<file path="src/sv/pprm_pkg.sv">
// Types, constants and helpers of the page pool residency manager.
package pprm_pkg;

  localparam int POOL_SLOTS_DEF       = 16;
  localparam int REGION_PAGES_MAX_DEF = 1024;

  localparam int MODE_W     = 2;
  localparam int PAGE_W     = 10;
  localparam int STATUS_W   = 4;
  localparam int SLOT_OUT_W = 4;
  localparam int REGION_W   = 11;
  localparam int SEED_W     = 16;
  localparam int CFG_DATA_W = 16;
  localparam int CFG_IDX_W  = 1;

  localparam logic [MODE_W-1:0] MODE_FAULT      = 2'd0;
  localparam logic [MODE_W-1:0] MODE_WRITEBACK  = 2'd1;
  localparam logic [MODE_W-1:0] MODE_INVALIDATE = 2'd2;
  localparam logic [MODE_W-1:0] MODE_FLUSH      = 2'd3;

  localparam logic [STATUS_W-1:0] STAT_FILL        = 4'd0;
  localparam logic [STATUS_W-1:0] STAT_EVICT_CLEAN = 4'd1;
  localparam logic [STATUS_W-1:0] STAT_EVICT_DIRTY = 4'd2;
  localparam logic [STATUS_W-1:0] STAT_OUTSIDE     = 4'd3;
  localparam logic [STATUS_W-1:0] STAT_WB_DONE     = 4'd4;
  localparam logic [STATUS_W-1:0] STAT_WB_SKIPPED  = 4'd5;
  localparam logic [STATUS_W-1:0] STAT_INVALIDATED = 4'd6;
  localparam logic [STATUS_W-1:0] STAT_NOT_RES     = 4'd7;
  localparam logic [STATUS_W-1:0] STAT_BAD_PAGE    = 4'd8;
  localparam logic [STATUS_W-1:0] STAT_FLUSH_WB    = 4'd9;
  localparam logic [STATUS_W-1:0] STAT_FLUSH_NONE  = 4'd10;

  localparam logic [CFG_IDX_W-1:0] CFG_REGION_PAGES = 1'b0;
  localparam logic [CFG_IDX_W-1:0] CFG_RANDOM_SEED  = 1'b1;

  localparam logic [REGION_W-1:0] REGION_RESET = 11'd1024;
  localparam logic [SEED_W-1:0]   DEFAULT_SEED = 16'd42;
  localparam logic [SEED_W-1:0]   LFSR_TAPS    = 16'hB400;

  typedef struct packed {
    logic              load;
    logic [SEED_W-1:0] seed;
    logic              start;
  } vic_ctrl_t;

  function automatic logic [SEED_W-1:0] lfsr_step(input logic [SEED_W-1:0] l);
    return l[0] ? ((l >> 1) ^ LFSR_TAPS) : (l >> 1);
  endfunction

endpackage

</file>
<file path="src/sv/pprm_victim.sv">
// Victim chooser: LFSR step and reduction modulo the pool size.
module pprm_victim #(
  parameter int POOL_SLOTS = pprm_pkg::POOL_SLOTS_DEF
) (
  input  logic                          clk,
  input  logic                          rst,
  input  pprm_pkg::vic_ctrl_t           ctrl,
  output logic                          done,
  output logic [$clog2(POOL_SLOTS)-1:0] victim
);
  import pprm_pkg::*;

  localparam int SW       = $clog2(POOL_SLOTS);
  localparam int RECIP_SH = SEED_W + SW;
  localparam int PROD_W   = 2 * SEED_W + 1;
  localparam bit IS_POW2  = (POOL_SLOTS == (1 << SW));
  localparam logic [SEED_W:0]   RECIP = (SEED_W + 1)'((1 << RECIP_SH) / POOL_SLOTS);
  localparam logic [SEED_W-1:0] DIV   = SEED_W'(POOL_SLOTS);

  logic [SEED_W-1:0] lfsr;
  logic [SEED_W-1:0] lfsr_next;
  logic [PROD_W-1:0] prod;
  logic [PROD_W-1:0] prod_sh;
  logic [SEED_W-1:0] quo;
  logic [SEED_W-1:0] qmul;
  logic [SEED_W-1:0] diff;
  logic [SEED_W-1:0] diff_sub;
  logic [SW-1:0]     rem;
  logic              busy;
  logic              phase;

  assign lfsr_next = lfsr_step(lfsr);
  assign prod      = PROD_W'(lfsr) * PROD_W'(RECIP);
  assign prod_sh   = prod >> RECIP_SH;
  assign qmul      = quo * DIV;
  assign diff      = lfsr - qmul;
  assign diff_sub  = diff - DIV;
  assign victim    = rem;

  always_ff @(posedge clk) begin
    if (rst) begin
      lfsr  <= DEFAULT_SEED;
      busy  <= 1'b0;
      phase <= 1'b0;
      done  <= 1'b0;
    end else begin
      if (ctrl.load) begin
        lfsr <= (ctrl.seed == '0) ? SEED_W'(1) : ctrl.seed;
        done <= 1'b0;
      end else if (ctrl.start) begin
        lfsr  <= lfsr_next;
        done  <= IS_POW2;
        busy  <= !IS_POW2;
        phase <= 1'b0;
      end else begin
        done  <= busy && phase;
        busy  <= busy && !phase;
        phase <= busy && !phase;
      end
    end
  end

  always_ff @(posedge clk) begin
    if (ctrl.start) begin
      rem <= lfsr_next[SW-1:0];
    end else if (busy) begin
      if (!phase) begin
        quo <= prod_sh[SEED_W-1:0];
      end else begin
        rem <= (diff >= DIV) ? diff_sub[SW-1:0] : diff[SW-1:0];
      end
    end
  end

endmodule

</file>
<file path="config.mk">
export PLATFORM = sky130hd
export DESIGN_NAME = pprm_victim
export DESIGN_NICKNAME = d
export VERILOG_FILES = /design/src/sv/pprm_pkg.sv /design/src/sv/pprm_victim.sv
export SDC_FILE = /design/constraint.sdc
export NUM_CORES = 1
export LEC_CHECK = 0
export ABC_AREA = 1
export BUFFER_PORTS_ARGS = -buffer_cell sky130_fd_sc_hd__buf_2
export CAP_MARGIN = 20
export CORE_MARGIN = 5
export CORE_UTILIZATION = 49
export CTS_CLUSTER_DIAMETER = 60
export DETAILED_ROUTE_END_ITERATION = 8
export GPL_TIMING_DRIVEN = 0
export PLACE_DENSITY = 0.76
export SLEW_MARGIN = 5
export SYNTH_ARGS = -nofsm -noshare
export SYNTH_HDL_FRONTEND = slang
export SYNTH_SLANG_ARGS = --single-unit
export TNS_END_PERCENT = 50
</file>
<file path="constraint.sdc">
create_clock -name clk -period 1 [get_ports clk]
set_input_delay 0.05 -clock clk [delete_from_list [all_inputs] [get_ports clk]]
set_output_delay 0.05 -clock clk [all_outputs]
set_load 0.01 [all_outputs]
</file>
-- Word-level counts from Yosys, hierarchy flattened
Index checks and enable logic that the tools add are counted.
- muxes and demuxes: 6
- bitwise logic cells: 1
- reduce and logical (&&, ||, !) cells: 3
- operators with widths (cell ; number):
    $mux W16 ; 4
    $logic_not A16 Y1 ; 1
    $mux W4 ; 1
    $not A3 Y4 ; 1
    $reduce_bool A2 Y1 ; 1
    $reduce_or A2 Y1 ; 1
    $mux W1 ; 1
- flip-flop bits (word level): 21
- output and inout bits: 5
- logic and storage cells: 13

-- Depth between registers and ports, before layout
- word-level depth: 4
- depth in mapped cells: 7
- gate-level depth less buffers: 7

-- Worst setup path after synthesis
OpenSTA, ideal clock, no wires.
- kind: register -> register
- start point: reg lfsr[1]
- end point: reg lfsr[0]
- arrival: 674 ps
- data required time: 881 ps
- path slack: 206 ps
- cell stages (with the launch flop): 4
- buffers on the path: 0
- period minus slack after synthesis: 794 ps
- cells stage by stage: dfxtp_1 -> or2_2 -> nand2_1 -> a21oi_1
- word-level cells in the longest chain between the ends: 3
- ends and longest elaborated chain (element ; RTL line ; source):
    from (decl) ; pprm_victim.sv:20 ; logic [SEED_W-1:0] lfsr;
    from (signal assigned) ; pprm_victim.sv:48 ; lfsr <= (ctrl.seed == '0) ? SEED_W'(1) : ctrl.seed;
    from (signal assigned) ; pprm_victim.sv:51 ; lfsr <= lfsr_next;
    $mux W16 ; pprm_pkg.sv:47 ; return l[0] ? ((l >> 1) ^ LFSR_TAPS) : (l >> 1);
    $mux W16 ; pprm_victim.sv:50 ; end else if (ctrl.start) begin
    $mux W16 ; pprm_victim.sv:47 ; if (ctrl.load) begin
No other way between the ends. The select of a mux whose other input is x is not followed.
A chain may end at the register's enable or synchronous reset.

-- Worst setup path in the final report
- start point: reg lfsr[0]
- end point: reg lfsr[12]
The elaborated chain is that of the path after synthesis.

==> out/results.tsv <==
stage	metric	value	unit
status	status	completed	
setup_path	critPathLaunchType	flop	
final_layout	nFillCells	157	
cts	cts_sinks	21	
pwr	power_density	1440	nW/um2
setup_path	regToRegSetupSlack	0.08	ns
cts	root_buffer	clkbuf_4	
floorplanning	die_w	52.9	um
global_route	grt_pass1_wl	3.56	mm
sta	timing.fmax	1090	MHz
route	wire_per_inst	12.6	um
pwr	irDropWorstVdd	994	uV
yosys	synth.top_cell.area_share	37.7	%
cts	clk_pin_slew	0.11	ns
min_path	hp-start	ctrl[8]	
route	via_count	873	
global_route	antenna_found_initial	0	
floorplanning	die-height	52.9	um
route	avgViaCountPerCell	5.20	
sta	min_period	0.921	ns
sta	slew-limit-headroom	73.0	%
floorplanning	start_util	51.8	%
yosys	syn_nets	134	
pwr	finalPower	1.62	mW
route	drt_first_pass_iters	4	
route	drt_wl_total	2.12	mm
route	postRouteAntennaNets	0	
setup_path	worstPathRequired	1.23	ns
final_layout	n_antenna_cell	0	
placement	hpwl	1.55	mm
setup_path	cp-end-kind	flop	
placement	gp_congestion	0.832	
final_layout	final_cells	168	
final_layout	multiInputGateArea	398	um2
yosys	synth_top_area_cell	dfxtp_1	
cts	cts.path.max_buffers	2	
route	dr.first_iter.drc_count	22	
final_layout	layout-drive-gt1-share	24.5	%
setup_path	r2r-start	lfsr[0]	
setup_path	critical_path_class	flop to flop	
sta	tightest_slew	0.405	ns
cts	cts_buffers	3	
pwr	p_leak	0.504	nW
yosys	seq_area_frac_synth	51.0	%
yosys	syn_avg_cell_area	7.92	um2
sta	drv_slew	0	
placement	placed_cells	163	
yosys	synthDistinctLibCells	18	
sta	worst_hold_slack	0.0293	ns
floorplanning	fp.dieArea	2800	um2
route	drc	0	
cts	clock_latency	0.30	ns
global_route	grt_usage	16.9	%
cts	cts-htree-levels	1	
setup_path	regToRegEndpoint	lfsr[12]	
yosys	syn_area	903	um2
sta	finalCritPeriodShare	92.1	%
floorplanning	ioPinCount	25	
min_path	worstHoldPathType	input port to flop	
sta	clock_skew	0.00578	ns
placement	portBuffers	24	
run	drv_cap	0	
sta	setup_viol	0	
setup_path	ff2ff_path_depth	4	
min_path	holdPathEnd	lfsr[7]	
setup_path	crit_path_start	lfsr[0]	
floorplanning	rows	15	
yosys	synth.area.top_cells	dfxtp_1 38%, edfxtp_1 13%, nor2_1 13%	
cts	tritoncts	done	
global_route	first_global_vias	878	
final_layout	syn2layout_area_growth	24.2	%
sta	rsz0062_at_grt	no	
yosys	ys_ff_latch	21	
yosys	syn_inst	114	
setup_path	worst-path-max-fanout	5	
min_path	hold_depth	3	
yosys	synth_warnings	0	
floorplanning	core	1750	um2
final_layout	finish.net_count	164	
final_layout	seqCellArea	460	um2
global_route	overflow	0	
sta	hold_viol_final	0	
global_route	grt_start_max_net_pins	12	
setup_path	cp.arrival	1.15	ns
-- cells by family after synthesis --
kind of cell,after synthesis,share of synthesized area (%)
AO/OA/AOI/OAI,28,18.8
buffers and inverters,12,5.96
flip-flops,21,51.0
AND/OR/NAND/NOR,53,24.2
-- metal layers --
metal  GRT usage (%)  vias up  routed length, um
met4            8.51        0                 16
li1                -      443                  -
met3            3.10        2                126
met1            20.9      395                934
met5               0        -                  0
met2            27.9       33               1040
-- sequential cells by signal (all words and copies together), names as in the netlist --
signal and flops:
done 1, lfsr 16, victim 4
-- timing repair --
item,4_1_cts,5_1_grt
hold buffers,4,0
endpoints found under the setup margin,0,1
endpoints found under the hold margin,4,0
buffers inserted,0,0
resized for setup,0,6
-- layout by cell type (no fill, tap or decap) --
cell type,netlist,final
a211oi_1,6,6
a211oi_2,1,1
a21oi_1,5,4
a21oi_2,0,1
buf_2,1,22
buf_6,1,1
clkbuf_1,1,2
clkbuf_4,0,3
dfxtp_1,17,17
dlygate4sd3_1,0,1
dlymetal6s4s_1,0,3
edfxtp_1,4,4
inv_1,7,7
inv_2,2,2
nand2_1,12,11
nand2_2,0,1
nand2_4,1,1
nor2_1,32,31
nor2_2,1,2
nor3_1,6,6
o211ai_1,3,3
o21ai_0,13,13
or2_2,1,1
-- per-stage QoR --
stage | TNS (ns) | area [um2] | worst slack [ns] | util, %
floorplan | 0 | 903 | 0.206 | -
global placement | -0.312 | 1050 | -0.100 | 60.4
detailed placement | -0.426 | 1050 | -0.106 | 60.4
CTS | 0 | 1120 | 0.0165 | 64.2
global route | 0 | 1120 | 0.0207 | 64.3
finish | 0 | 1120 | 0.0789 | 64.3
-- layout make-up --
| type | instances | area share (%) |
|---|---|---|
| plain buffers | 3 | 1.78 |
| clock buffers | 4 | 2.34 |
| inverters | 9 | 3.01 |
| multi-input cells | 81 | 35.5 |
| flip-flops and latches | 21 | 41.0 |
| well taps | 25 | 2.79 |
| repair buffers | 25 | 13.6 |
-- where the power goes --
part           leakage (nW)  switching, mW  total (mW)  internal [mW]
sequential            0.180         0.0313       0.962          0.930
clock                0.0150          0.247       0.402          0.155
combinational         0.308          0.147       0.254          0.107
total                 0.504          0.425        1.62           1.19
-- cells in the mapped netlist (all sizes together) --
library cell  count
o211ai            3
buf               2
clkbuf            1
edfxtp            4
a21oi             5
inv               9
o21ai            13
dfxtp            17
nand2            13
or2               1
a211oi            7
nor2             33
nor3              6
-- worst max path at each step --
stage	end	slack (ns)	depth (start not counted)
after global placement	lfsr[12]	-0.10	5
after floorplan	lfsr[0]	0.21	3
final	lfsr[12]	0.08	4
after global routing	lfsr[12]	0.02	4
after detailed placement	lfsr[12]	-0.11	5
after CTS	lfsr[0]	0.02	9
-- worst max-delay path, cell delays in order (launching register included) --
cell and delay [ns]:
dfxtp_1 0.41, inv_1 0.11, nor2_1 0.11, nor2_1 0.06, a211oi_2 0.16
Power figures use the tool's default switching activity.
