===== src/sv/pprm_ram.sv =====
// Single-port-write, registered-read memory.
module pprm_ram #(
  parameter int DEPTH = 16,
  parameter int WIDTH = 10,
  localparam int AW = (DEPTH > 1) ? $clog2(DEPTH) : 1
) (
  input  logic             clk,
  input  logic             wr_en,
  input  logic [AW-1:0]    wr_addr,
  input  logic [WIDTH-1:0] wr_data,
  input  logic [AW-1:0]    rd_addr,
  output logic [WIDTH-1:0] rd_data
);

  logic [WIDTH-1:0] mem [DEPTH];

  always_ff @(posedge clk) begin
    if (wr_en) begin
      mem[wr_addr] <= wr_data;
    end
    rd_data <= mem[rd_addr];
  end

endmodule


===== config.mk =====
export PLATFORM = sky130hd
export DESIGN_NAME = pprm_ram
export DESIGN_NICKNAME = d
export VERILOG_FILES = /design/src/sv/pprm_ram.sv
export SDC_FILE = /design/constraint.sdc
export NUM_CORES = 1
export LEC_CHECK = 0
export BUFFER_PORTS_ARGS = -buffer_cell sky130_fd_sc_hd__clkbuf_2
export CORE_MARGIN = 2
export CORE_UTILIZATION = 60
export DETAILED_ROUTE_END_ITERATION = 8
export PLACE_DENSITY = 0.9
export SLEW_MARGIN = 10
export SYNTH_ARGS = -nofsm -noshare
export SYNTH_HDL_FRONTEND = slang
export SYNTH_SLANG_ARGS = --single-unit
export TNS_END_PERCENT = 1

===== constraint.sdc =====
create_clock -name clk -period 5.6 [get_ports clk]
set_input_delay 1.12 -clock clk [delete_from_list [all_inputs] [get_ports clk]]
set_output_delay 1.12 -clock clk [all_outputs]
set_load 0.01 [all_outputs]

Word level (Yosys, flattened, before mapping)
Memories as Yosys holds them, arrays and structs flattened. A register that Yosys moved wholly into a read port is not among the register bits.
Cells that the tools add are included.
{"block": "word_totals", "register_bits": 0, "wordCells": 3, "mem_bits_rw": 160, "n_memories": 1}
{"block": "op_classes", "mux": 2}
{"name": "mem", "depth": 16, "width": 10, "read_ports": 1, "rd_clocked_by_memory_dff": 1, "write_ports": 1, "line_no": "15", "rtl": "logic [WIDTH-1:0] mem [DEPTH];"}
{"operator": "$mux W1", "n": 2}

Depth between registers and ports, before layout
Gate-level depths: netlist of run 1.
{"block": "logic_depth", "word_depth": 2, "depth_mapped": 5}

Least setup slack after synthesis of run 1
OpenSTA, ideal clock, no wires.
{"block": "synth_path", "path_kind": "input to register", "from": "in wr_addr[2]", "to": "mem mem[0][0] (enable)", "setup_ps": 390, "required_time_ps": 5210, "arrival_time_ps": 2289, "path_buffers": 0, "slack_ps": 2921, "path_stages": 2, "cell_sequence": "or3b_1 -> nor3_1"}
{"item": "start: declaration", "line_no": "9", "rtl": "input logic [AW-1:0] wr_addr,"}
{"item": "end: declaration", "line_no": "15"}
Straight into the memory's write port.

==> metrics, run 1 <==
die height=~110 um; WP data arrival=between 3 and 4 ns; Tmin final=between 2 and 3 ns; largest net degree at the start of global routing=41; Max Slew Vio Count=0; Longest Clk Path Bufs=2; Clock Latency Late Sink=0.52 ns; FF+latch count, synth=170; Core Area=10300 um2; die footprint=roughly 11000 um2; power share of the sequential group=51.6%; post-placement cell count=approximately 440; RSZ-0062 raised after global routing=no; Setup crit end kind=flip-flop; final net count=342; Setup crit start kind=primary input; Crit Path Class=in2reg; Post-CTS Setup Inserts=0; design area=7270 um2; worst clock skew=0.00845 ns; footprint of the multi-input gates=~1300 um2; WP data required=about 6.0 ns; switching share of power=20.2%; initial drt markers=365; most common cell after layout, fill and taps aside=edfxtp_1; pre-CTS setup slack=between 2 and 2.5 ns; post-synthesis sequential area ratio=approximately four fifths; Psw=0.561 mW; Leakage=about 2.4 nW; Chip Width=107 um; PostCTS Resize Cnt=0; Final HPWL DP=around 7400 um; DR WL/cell=roughly 29 um; via count=around 3100; Port Buffers=29; layout cell share with drive strength beyond 1=29.3%; Final setup viols=0; Total Power=roughly 2.8 mW; drt total wl=about 14000 um; Max Cap Viol=0; post-synthesis average cell area=22.8 um2; Clock power frac=a little over two fifths; Max-Slew Margin vs Limit=between 10% and 20%; register area=approximately 5000 um2; most frequent cells in the layout=edfxtp_1, clkbuf_2, mux4_2, a22oi_1, clkbuf_16; H-tree depth=4; initial antenna violation count=0; pwr dens=~380 nW/um2; area growth from synthesis to layout=14.5%; vias in the first global route=3174; TritonCTS Buffers=17; Tot GR Track Use=roughly 26%; WHS=approximately 0.68 ns; measured slew at the worst slew-check pin=around 1.3 ns; clock sinks=170; total negative slack=0 ns; gpl congestion=0.733; P_int=2.21 mW; Worst VDD drop=0.227 mV; run status=completed; Fill cells=549; vias per cell=roughly 6.6; final cell count without fillers=between 400 and 500; first-pass GRT wire length=between 15000 and 20000 um; Hold Path Class=reg2reg; router iterations before antenna repair=4; GRT overflow=0; Post-DP Area=6650 um2; Antenna Cells=0; unique cell type count in the Yosys netlist=19; Synth Instances=approximately 280; clock slew at reported path FFs=~0.070 ns; hold buffers post-CTS=0; io pins=30; post-route antenna net violation count=0; Finished Core Util=a little over two thirds; CTS tree=built; Syn Nets=299; Max Fanout on Critical Path=23; combinational share of power=around 4.7%; final hold vios=0; root buffer selected by CTS=clkbuf_8; DRC=0; post-route clock period utilization=approximately half; Mapped Area=~6400 um2; Initial Util=61.5%; Synthesis Warnings=0; Rows=37; PnR worst setup slack=2.84 ns; Max Clk Rate=about 360 MHz
-- registers in the layout (all words and copies together) (netlist names) --
signal	count
mem	160
rd_data	10
-- power groups by stage --
stage / logic (mW) / clock network [mW] / registers, mW
after floorplan: 0.0705 / 0 / 1.46
after global placement: 0.120 / 0 / 1.45
after detailed placement: 0.127 / 0 / 1.46
after CTS: 0.130 / 1.22 / 1.43
after global routing: 0.138 / 1.27 / 1.43
final: 0.130 / 1.21 / 1.43
-- per-layer routing --
layer / vias up / GRT usage [%] / part of all wire (%)
li1: 1275 / - / -
met1: 1612 / 34.8 / 38
met2: 194 / 41.5 / 51
met3: 24 / 5.78 / 7.4
met4: 0 / 10.5 / 2.7
met5: - / 0 / 0
-- critical path, cell delays in order --
cell	delay, ns
clkbuf_2	0.52
buf_4	0.52
mux4_1	0.65
a22oi_1	0.26
nand2_1	0.08
-- final cells by class --
type                            instances  area share (%)
Timing Repair Buffer                   36            2.72
Multi-Input combinational cell         97            17.6
Clock inverter                         13            2.61
Sequential cell                       170            68.8
Clock buffer                           19            5.93
Tap cell                              136            2.34
-- worst paths after layout --
check                                  end  cells past startpoint  slack, ns       start
worst max-delay path            rd_data[4]                      5       2.84  rd_addr[0]
worst min register to register  rd_data[9]                      3       0.68  mem[13][9]
worst min-delay path            rd_data[9]                      3       0.68  mem[13][9]
worst max register to register  rd_data[3]                      3       4.19   mem[1][3]
-- cells in the mapped netlist --
library cell  instances  share of area (%)
mux4_1               12                5.0
buf_1                 5               0.30
nand3_1               1              0.079
clkbuf_1              2               0.12
nor2_1               13               0.77
a22oi_1              20                2.4
dfxtp_1              10                3.2
edfxtp_1            160                 76
buf_6                 1               0.18
buf_8                 2               0.47
nor2b_1               2               0.20
and2_1                1              0.099
nand2_1              11               0.65
nand2b_1              2               0.20
buf_4                 2               0.24
or3b_1                1               0.14
nand3b_1              2               0.24
nor3_1                4               0.32
mux4_2               28                9.9
-- kinds of logic (layout without fill, tap and decap cells) --
family / Yosys count / after routing / share of synthesized area, %
buffers and inverters: 12 / 68 / 1.30
AO/OA/AOI/OAI: 20 / 20 / 2.36
multiplexers: 40 / 40 / 14.9
flip-flops: 170 / 170 / 78.8
AND/OR/NAND/NOR: 37 / 37 / 2.68
(Power assumes the default switching activity.)
==> inputs of run 2 (changes only) <==
--- a/config.mk
+++ b/config.mk
@@ -7,9 +7,9 @@
 export LEC_CHECK = 0
 export BUFFER_PORTS_ARGS = -buffer_cell sky130_fd_sc_hd__clkbuf_2
 export CORE_MARGIN = 2
-export CORE_UTILIZATION = 60
+export CORE_UTILIZATION = 54
 export DETAILED_ROUTE_END_ITERATION = 8
-export PLACE_DENSITY = 0.9
+export PLACE_DENSITY = 0.86
 export SLEW_MARGIN = 10
 export SYNTH_ARGS = -nofsm -noshare
 export SYNTH_HDL_FRONTEND = slang
==> constraint.sdc (replaced) <==
create_clock -name clk -period 2.45 [get_ports clk]
set_input_delay 0.49 -clock clk [delete_from_list [all_inputs] [get_ports clk]]
set_output_delay 0.49 -clock clk [all_outputs]
set_load 0.01 [all_outputs]
==> run 2 against run 1 <==
Clock power is 120% higher. Largest cell class unchanged. Sequential share of layout area is 1.1 points lower. Wire length is 14% lower. Total power is 130% higher.
==> metrics, run 2 (synthesized netlist as in run 1, its figures left out) <==
Rows=39; vias in the first global route=3062; Final setup viols=0; TritonCTS Buffers=17; DR WL/cell=23.8 um; P_int=5.02 mW; clock slew at reported path FFs=approximately 0.06 ns; area growth from synthesis to layout=16.3%; design area=7390 um2; switching share of power=20.1%; post-route clock period utilization=66.4%; Post-CTS Setup Inserts=0; most common cell after layout, fill and taps aside=edfxtp_1; io pins=30; Finished Core Util=~64%; root buffer selected by CTS=clkbuf_16; PostCTS Resize Cnt=0; Longest Clk Path Bufs=2; initial antenna violation count=0; Worst path slowest cell=mux4_1; Max Clk Rate=615 MHz; final hold vios=0; slowest cell delay on critical path=0.61 ns; Largest register FFs=160; DRC=0; run status=completed; Hold Path Class=in2reg; Port Buffers=29; initial drt markers=478; most frequent cells in the layout=edfxtp_1, clkbuf_2, mux4_2, a22oi_1, buf_4; Max Fanout on Critical Path=40; Hold Path Depth=1; Tmin final=1.63 ns; Crit Path Class=in2reg; CTS tree=built; GRT overflow=0; measured slew at the worst slew-check pin=between 0.4 and 0.5 ns; Critical Path, Cell by Cell=clkbuf_2 -> buf_12 -> mux4_1 -> a22oi_1 -> nand2_1; r2r startpoint=mem[1][7]; vias per cell=about 6.1; power share of the sequential group=a little over half; combinational share of power=~4.7%; H-tree depth=4; Clock power frac=around 43%; first-pass GRT wire length=approximately 18000 um; Max Cap Viol=0; total negative slack=0 ns; WP data required=2.75 ns; Max-Slew Margin vs Limit=between 60% and 70%; Setup crit start kind=primary input; hold buffers post-CTS=0; Psw=around 1.3 mW; Final HPWL DP=7070 um; Most flops, register=mem; via count=about 3000; die footprint=12600 um2; gpl congestion=0.761; die height=between 100 and 150 um; Worst VDD drop=between 0.6 and 0.7 mV; Antenna Cells=0; clock sinks=between 150 and 200; Chip Width=112 um; Core Area=approximately 11000 um2; Buffers & Inverters on Critical Path=2; Hold Crit Start=wr_data[1]; post-route antenna net violation count=0; RSZ-0062 raised after global routing=no; Setup crit end kind=flip-flop; Clock Latency Late Sink=0.41 ns; Tot GR Track Use=between 15 and 20%; Critical Path Stages=5; Post-DP Area=6780 um2; worst clock skew=0.00659 ns; Max Slew Vio Count=0; delay-heaviest family, CP=multiplexers; router iterations before antenna repair=5; Leakage=2.49 nW; critical path startpoint=rd_addr[0]; largest registers=mem x160, rd_data x10; layout cell share with drive strength beyond 1=between 30% and 40%; Initial Util=55.4%; final net count=between 300 and 400; WP data arrival=approximately 1.9 ns; pwr dens=between 800 and 900 nW/um2; R2R depth=3; drt total wl=around 12000 um; largest net degree at the start of global routing=just over 40
## run 2: final timing paths
| kind | to | slack, ns |
|---|---|---|
| max | rd_data[7] | 0.82 |
| min | mem[7][1] | 0.51 |
| min reg2reg | rd_data[9] | 0.67 |
| max reg2reg | rd_data[7] | 1.06 |
## run 2: routing by layer
metal / share of wire [%] / track usage, % / routed length [um]
met1: 41 / 27.4 / 4790
met2: 51 / 31.7 / 6020
met3: 6.8 / 5.02 / 800
met4: 0.85 / 6.18 / 100
met5: 0 / 0 / 0
## run 2: power groups by stage
stage | combinational, mW | clock, mW | sequential, mW
finish | 0.298 | 2.71 | 3.27
CTS | 0.300 | 2.74 | 3.27
global placement | 0.287 | 0 | 3.33
detailed placement | 0.299 | 0 | 3.33
floorplan | 0.161 | 0 | 3.34
global route | 0.322 | 2.87 | 3.27
## run 2: layout make-up
class | count | area [um2]
clock inverter | 13 | 170
tap | 143 | 179
clock buffer | 19 | 443
multi-input combinational | 97 | 1270
sequential | 170 | 5000
timing repair buffer | 50 | 328
fill | 701 | 4080
## run 2: worst register-to-register path, delay by kind of cell (launching register included)
kind | cells | cell delay (ns)
compound gates | 1 | 0.31
flops | 1 | 0.36
simple gates | 1 | 0.08
mux | 1 | 0.52
## run 2: stage by stage
stage               hold slack (ns)  std cells  total power, mW  worst slack, ns
floorplan                     0.589        279             3.50            0.401
global route                  0.516        492             6.47            0.740
detailed placement            0.655        460             3.63            0.428
global placement              0.646        460             3.61            0.416
finish                        0.508        492             6.28            0.823
CTS                           0.503        492             6.32            0.834
==> inputs of run 3 (changes only) <==
--- a/config.mk
+++ b/config.mk
@@ -7,9 +7,9 @@
 export LEC_CHECK = 0
 export BUFFER_PORTS_ARGS = -buffer_cell sky130_fd_sc_hd__clkbuf_2
 export CORE_MARGIN = 2
-export CORE_UTILIZATION = 54
+export CORE_UTILIZATION = 60
 export DETAILED_ROUTE_END_ITERATION = 8
-export PLACE_DENSITY = 0.86
+export PLACE_DENSITY = 0.9
 export SLEW_MARGIN = 10
 export SYNTH_ARGS = -nofsm -noshare
 export SYNTH_HDL_FRONTEND = slang
==> constraint.sdc (replaced) <==
create_clock -name clk -period 1.5 [get_ports clk]
set_input_delay 0.3 -clock clk [delete_from_list [all_inputs] [get_ports clk]]
set_output_delay 0.3 -clock clk [all_outputs]
set_load 0.01 [all_outputs]
==> run 3 against run 2 <==
Cell count rose by 2.0%. Wire length rose by 14%. Clock skew barely moved. Clock-buffer cell count did not move. Die area fell by 9.7%. Final area rose by 1.7%. Combinational power rose by 78%. Critical path type is now reg2reg.
==> metrics, run 3 (synthesized netlist as in run 1, its figures left out) <==
Crit Path Class=reg2reg; measured slew at the worst slew-check pin=about 1.1 ns; gpl congestion=~0.77; post-placement cell count=470; Max Clk Rate=~690 MHz; Final setup viols=0; total negative slack=0 ns; RSZ-0062 raised after global routing=no; vias per cell=~6.3; most common cell after layout, fill and taps aside=edfxtp_1; Largest register FFs=160; layout cell share with drive strength beyond 1=a little over a third; Setup crit start kind=flip-flop; Setup crit end kind=flip-flop; post-route clock period utilization=a little over nine tenths; Max Fanout on Critical Path=1; router iterations before antenna repair=5; final net count=between 300 and 400; GRT overflow=0; Tot GR Track Use=between 20 and 30%; Final HPWL DP=~8300 um; worst clock skew=slightly above 0.006 ns; final cell count without fillers=502; WP data arrival=~1.9 ns; first-pass GRT wire length=just under 20000 um; Hold Path Depth=1; via count=3163; WHS=a little under 0.2 ns; DRC=0; Max-Slew Margin vs Limit=~28%; Fill cells=542; Longest Clk Path Bufs=2; initial antenna violation count=0; largest net degree at the start of global routing=28; Worst VDD drop=about 0.75 mV; Hold Path Class=in2reg; CTS tree=built; run status=completed; clock slew at reported path FFs=0.07 ns; pwr dens=1340 nW/um2; area growth from synthesis to layout=18.3%; R2R depth=3; Leakage=around 2.6 nW; final hold vios=0; drt total wl=about 13000 um; Initial Util=a little over 60%; Rows=37; TritonCTS Buffers=17; PnR worst setup slack=between 0.05 and 0.06 ns; most frequent cells in the layout=edfxtp_1, buf_4, clkbuf_2, mux4_2, a22oi_1; WP data required=between 1.5 and 2 ns; Most flops, register=mem; vias in the first global route=3299; H-tree depth=4; Core Area=10300 um2; largest registers=mem x160, rd_data x10; Clock Latency Late Sink=between 0.5 and 0.6 ns; Port Buffers=29; Chip Width=107 um; die height=107 um; Tmin final=between 1 and 1.5 ns; Max Slew Vio Count=0; Finished Core Util=72.8%; io pins=30; pre-CTS setup slack=-0.341 ns; Max Cap Viol=0; initial drt markers=about 340; DR WL/cell=between 20 and 30 um; post-route antenna net violation count=0; Antenna Cells=0; root buffer selected by CTS=clkbuf_8; die footprint=around 11000 um2; clock sinks=170
[run 3: changes by cell type in the layout (fill, tap and decap cells not counted), sizes merged]
cell	delta
clkinv	-3
buf	+17
inv	+2
bufinv	-1
clkinvlp	+2
[run 3: power by group]
group          internal, mW  switching [mW]  leakage, nW
clock network          2.38            1.79        0.263
registers              5.31          0.0327         1.53
logic                 0.231           0.301        0.768
[run 3: metal layers]
| layer | global-route usage, % | routed length, um | vias to the layer above |
|---|---|---|---|
| met5 | 0 | 0 | - |
| met4 | 13.5 | 467 | 0 |
| met3 | 7.11 | 1040 | 37 |
| met2 | 40.2 | 6780 | 162 |
| met1 | 33.7 | 5040 | 1628 |
| li1 | - | - | 1336 |
[run 3: metrics by stage]
| step | instance area [um2] | power (mW) |
|---|---|---|
| floorplan | 6360 | 5.71 |
| global placement | 6940 | 5.92 |
| detailed placement | 6940 | 5.97 |
| CTS | 7510 | 10.1 |
| global route | 7520 | 10.4 |
| finish | 7520 | 10.0 |
[run 3: path summary, 6_finish.rpt]
path	slack (ns)	start	endpoint
setup reg to reg	0.05	mem[0][9]	rd_data[9]
hold / removal	0.20	wr_data[0]	mem[7][0]
hold reg to reg	0.67	mem[15][7]	rd_data[7]
setup / recovery	0.05	mem[0][9]	rd_data[9]
[run 3: critical path, cell delays in order, from the launching register on]
cell	delay (ns)
edfxtp_1	0.40
mux4_1	0.54
a22oi_1	0.30
nand2_1	0.09
[run 3: timing repair]
action | in CTS | in global routing
hold buffers | 0 | 0
gates resized for setup | 0 | 2
setup endpoints to repair | 0 | 2
setup buffers | 0 | 0
endpoints found under the hold margin | 0 | 0
[run 3: cell type report]
type	count	area (um2)	share of cell area [%]
Clock buffer	19	422	5.61
Multi-Input combinational cell	97	1290	17.1
Timing Repair Buffer	67	493	6.56
Clock inverter	13	143	1.90
Tap cell	136	170	2.26
Sequential cell	170	5000	66.6
